--- src/hw/rtl/ftld_pkg.sv ---
// ----------------------------------------------------------------------------
// ftld_pkg
// Shared widths and fixed-point coefficients of the four-tank level-rate unit.
// ----------------------------------------------------------------------------
`default_nettype none
package ftld_pkg;
  localparam int LevelW  = 16;
  localparam int RateW   = 24;
  localparam int ScaleW  = 27;  // 1962 * 65535 < 2^27
  localparam int SqArgW  = 44;  // 1962 * 65535 << 16 < 2^43, held as 44 bits
  localparam int QW      = 22;
  localparam int SqrtBitsPerStage = 2;  // result bits settled per stage
  localparam int SqrtStages = QW / SqrtBitsPerStage;
  localparam int CoefW   = 25;
  localparam int TwoG    = 1962;

  localparam logic [CoefW-1:0] OutA1     = 25'd680676;
  localparam logic [CoefW-1:0] OutA2     = 25'd478151;
  localparam logic [CoefW-1:0] PumpT1V1  = 25'd12944341;
  localparam logic [CoefW-1:0] PumpT2V2  = 25'd9383497;
  localparam logic [CoefW-1:0] PumpT3V2  = 25'd20817170;
  localparam logic [CoefW-1:0] PumpT4V1  = 25'd15013931;

  localparam int ProdW = CoefW + QW;   // 47 bits
  localparam int TermW = ProdW - 20 + 1;

  typedef struct packed {
    logic [SqArgW-1:0] rem;
    logic [QW-1:0]     root;
  } sqrt_st_t;
endpackage
`default_nettype wire

--- src/hw/rtl/ftld_sqrt.sv ---
// ----------------------------------------------------------------------------
// ftld_sqrt
// Pipelined restoring integer square root, two result bits per stage.
// ----------------------------------------------------------------------------
`default_nettype none
module ftld_sqrt (
  input  wire logic                       clk,
  input  wire logic                       adv,
  input  wire logic [ftld_pkg::SqArgW-1:0] arg,
  output logic      [ftld_pkg::QW-1:0]     root
);
  localparam int S = ftld_pkg::SqrtStages;
  localparam int B = ftld_pkg::SqrtBitsPerStage;

  logic [ftld_pkg::SqArgW-1:0] x_r   [S];
  ftld_pkg::sqrt_st_t          st_r  [S];

  function automatic ftld_pkg::sqrt_st_t step(
    input ftld_pkg::sqrt_st_t s, input logic [ftld_pkg::SqArgW-1:0] x, input int k);
    ftld_pkg::sqrt_st_t o;
    logic [ftld_pkg::SqArgW+1:0] trial;
    logic [ftld_pkg::SqArgW+1:0] cur;
    o = s;
    cur = {o.rem, x[2*k +: 2]};
    trial = (ftld_pkg::SqArgW+2)'({o.root, 2'b01});
    if (cur >= trial) begin
      cur = cur - trial;
      o.root = {o.root[ftld_pkg::QW-2:0], 1'b1};
    end else begin
      o.root = {o.root[ftld_pkg::QW-2:0], 1'b0};
    end
    o.rem = cur[ftld_pkg::SqArgW-1:0];
    return o;
  endfunction

  for (genvar g = 0; g < S; g++) begin : g_stage
    ftld_pkg::sqrt_st_t s_in, s_out;
    logic [ftld_pkg::SqArgW-1:0] x_in;
    if (g == 0) begin : g_head
      assign s_in = '0;
      assign x_in = arg;
    end else begin : g_link
      assign s_in = st_r[g-1];
      assign x_in = x_r[g-1];
    end
    always_comb begin
      s_out = s_in;
      for (int j = 0; j < B; j++) begin
        s_out = step(s_out, x_in, ftld_pkg::QW - 1 - (g * B + j));
      end
    end
    always_ff @(posedge clk) begin
      if (adv) begin
        st_r[g] <= s_out;
        x_r[g]  <= x_in;
      end
    end
  end

  assign root = st_r[S-1].root;
endmodule
`default_nettype wire

--- config.mk ---
export PLATFORM = sky130hd
export DESIGN_NAME = ftld_sqrt
export DESIGN_NICKNAME = d
export VERILOG_FILES = /design/src/hw/rtl/ftld_pkg.sv /design/src/hw/rtl/ftld_sqrt.sv
export SDC_FILE = /design/constraint.sdc
export NUM_CORES = 2
export LEC_CHECK = 0
export BUFFER_PORTS_ARGS = -buffer_cell sky130_fd_sc_hd__buf_2
export CAP_MARGIN = 20
export CORE_MARGIN = 8
export CORE_UTILIZATION = 25
export DETAILED_ROUTE_END_ITERATION = 16
export SLEW_MARGIN = 20
export SYNTH_ARGS = -nofsm -noshare
export SYNTH_HDL_FRONTEND = slang
export SYNTH_SLANG_ARGS = --single-unit
--- constraint.sdc ---
create_clock -name clk -period 8.35 [get_ports clk]
set_clock_uncertainty 0.1 [all_clocks]
set_input_delay 0.4175 -clock clk [delete_from_list [all_inputs] [get_ports clk]]
set_output_delay 0.4175 -clock clk [all_outputs]
set_load 0.005 [all_outputs]
==> results.toml <==
[outcome]
status = "finished, final reports clean"

[layout]
fin_nets = 5588
nFillCells = 21100
drive_gt1_share_pct = 7.45
syn_to_final_growth_pct = 13.8
final_core_util_pct = 28.5
final_cells = 8032
diodes = 0

[global_routing]
grt-ovfl-total = 0
antenna_found_initial = 0
grt_pass1_wl_um = 207000
grt_start_max_net_pins = 182
grt_pass1_vias = 38800
grt.total_usage_pct = 11.5

[yosys]
synth-seq-area-share_pct = 44.7
synthAdderAreaFrac_pct = 6.71
synth_cell_type_count = 89
ys_top_cells_by_area = "edfxtp_1 45%, ha_1 6.7%, xnor2_1 6.4%"
yosysTopAreaCell = "edfxtp_1"
synth_edf_count = 759
yosysMostFrequentCell = "edfxtp_1"
synth-compound-area-share_pct = 13.6
syn-instance-count = 5159
synthFlopType = "edfxtp_1"
synth_xor_area_share_pct = 11.0
synth-simple-area-share_pct = 19.8
muxShareOfSynthArea_pct = 1.17
yosys_warnings = 0
avgSynthCellArea_um2 = 9.89
synth_top_family_by_area = "simple AND/OR/NAND/NOR gates"
ys_ff_latch = 759
ys_top_cells_by_count = "759 x edfxtp_1, 432 x nor2_1, 407 x nand2_1"
synth_top_area_share_pct = 44.7
async_flop_share_pct = 0
synthesis.area_um2 = 51000

[placement]
port_buffers = 67
hpwlAfterDp_um = 103000
placed_cells = 7823
gp_congestion = 0.927

[worst_setup_path]
cp_max_fo = 19
reg2reg_from = "st_r[6][48]$_DFFE_PP_"
r2r_slack_ps = 800
end_kind = "register"
reg2reg_depth = 22
worstPathArrival_ps = 7890
required_ps = 8690
start_kind = "register"
crit_path_start = "st_r[6][48]$_DFFE_PP_"
r2r-end = "st_r[7][63]$_DFFE_PP_"
endpoint = "st_r[7][63]$_DFFE_PP_"
worst-setup-path-type = "register to register"

[cts]
clock_latency_ps = 730
cts_tree = "done"
clock_path_buffers = 3
cts_root_buf = "clkbuf_16"
cts.reportedPaths.clkPinSlew_ps = 60
htree_levels = 3
numClockSinks = 759
cts_made_buffers = 88

[job]
max_cap_viol_count = 0

[drt]
vias_per_cell = 4.85
ant_nets = 0
wl_um = 132000
routedWlPerCell_um = 16.4
drc = 0
drt_iter0_drc = 2615
drt_pass1_iterations = 6
num_vias = 39000

[hold_path]
hold_class = "input pin to register"

[sta]
tightest_slew_ps = 1100
setup_viol = 0
fmax_mhz = 132
rsz0062_at_grt = "false"
timing.final.crit_period_ps = 7550
timing.final.crit_share_pct = 90.5
hold_violations = 0
maxSlewHeadroom_pct = 27.0
finalMaxSlewViolations = 0
setup_tns_ps = 0

[die]
num_io_pins = 68
rows = 166
start_util_pct = 25.0
chipHeight_um = 468
die_w_um = 468
dieArea_um2 = 219000
core_region_area_um2 = 204000

[power]
peakVddDrop_uv = 207
power.leakage_nw = 20.8
powerDensity_nw_per_um2 = 244
total_power_mw = 14.2
-- final cells by class --
| cell class | instances | area [um^2] | area share (%) |
|---|---|---|---|
| sequential | 759 | 22800 | 39.2 |
| inverter | 253 | 950 | 1.63 |
| timing repair buffer | 173 | 1310 | 2.26 |
| multi-input combinational | 3994 | 26700 | 46.0 |
| clock buffer | 95 | 2230 | 3.84 |
| tap | 2688 | 3360 | 5.79 |
| clock inverter | 70 | 734 | 1.26 |
-- critical path, stage by stage, from the launching register on --
cell      delay (ps)
edfxtp_1         440
or3_4            440
or4_4            470
or4_4            490
or4_4            570
nor4_4           290
buf_4            210
nand2_1          290
inv_2            400
nor2_1           100
nor2_1           170
ha_1             340
a21oi_1          190
o21ai_0          120
a221oi_1         530
a41oi_1          270
a221oi_1         530
nand4_1          210
nor3_2           320
nand4b_1         180
nand2b_1         250
nor4_1           280
xnor2_1          110
-- flip-flops by register name, summed over array words and instances (netlist names) --
signal and cells:
x_r 220, st_r 539
-- cell families after synthesis --
family                     count (synthesis)
buffers and inverters                    408
xor gates and xnor gates                 640
AOI/OAI and AO/OA                       1075
other                                      1
and+or+nand+nor                         1946
DFF                                      759
adders and majority gates                274
muxes                                     56
-- where the power goes --
part	leakage (nW)	switching, mW	internal (mW)
Sequential	7.29	0.520	4.93
Combinational	12.1	2.91	1.97
Clock	1.41	1.67	2.19
-- placed cells by master, fill, tap and decap left out, types with 25 or more instances in the layout --
| master | instances |
|---|---|
| xor2_1 | 267 |
| or3_1 | 85 |
| nor3_1 | 171 |
| nand2_1 | 407 |
| o21ai_0 | 232 |
| and4_1 | 29 |
| o21bai_1 | 29 |
| o21a_1 | 46 |
| inv_1 | 251 |
| a211oi_1 | 36 |
| nand4_1 | 91 |
| buf_4 | 57 |
| nor2_1 | 432 |
| nor4_1 | 140 |
| o31ai_1 | 34 |
| buf_2 | 66 |
| nor2b_1 | 56 |
| clkbuf_16 | 88 |
| nand2b_1 | 72 |
| mux2_2 | 31 |
| or4_1 | 57 |
| edfxtp_1 | 759 |
| or2_2 | 45 |
| ha_1 | 273 |
| nand3_1 | 164 |
| mux2i_1 | 25 |
| dlygate4sd3_1 | 44 |
| and3_1 | 38 |
| xnor2_1 | 373 |
| and2_1 | 43 |
| a31oi_1 | 42 |
| a21o_1 | 122 |
| a21oi_1 | 304 |
-- worst min path at each step --
stage               slack (ps)                  from  cells after the start               endpoint
floorplan                  300   x_r[0][0]$_DFFE_PP_                      0    x_r[1][0]$_DFFE_PP_
global placement           300   x_r[6][0]$_DFFE_PP_                      0    x_r[7][0]$_DFFE_PP_
detailed placement         300  x_r[0][30]$_DFFE_PP_                      0   x_r[1][30]$_DFFE_PP_
CTS                         50               arg[40]                      3  st_r[0][22]$_DFFE_PP_
global route                70               arg[40]                      3  st_r[0][22]$_DFFE_PP_
finish                      90               arg[40]                      3  st_r[0][22]$_DFFE_PP_
-- routing by layer --
metal | up-vias | share of wire, % | global-route usage, %
li1 | 19400 | - | -
met2 | 839 | 51 | 21.4
met1 | 18400 | 40 | 12.6
met4 | 0 | 5.7 | 5.95
met3 | 308 | 3.1 | 1.69
met5 | - | 0 | 0
-- metrics by stage --
| step | worst slack [ps] | instance area [um^2] | hold WS (ps) |
|---|---|---|---|
| 2_1_floorplan | 1520 | 51000 | 300 |
| 3_3_place_gp | 786 | 54700 | 302 |
| 3_5_place_dp | 687 | 54700 | 305 |
| 4_1_cts | 639 | 58100 | 49.2 |
| 5_1_grt | 136 | 58100 | 67.6 |
| 6_report | 797 | 58100 | 89.7 |
-- repair_timing --
action | in CTS | in global routing
setup buffers | 0 | 0
gates resized for setup | 0 | 1
hold endpoints to repair | 43 | 0
hold buffers | 44 | 0
setup endpoints to repair | 0 | 1
No activity file was read; power rests on OpenSTA's default activity.
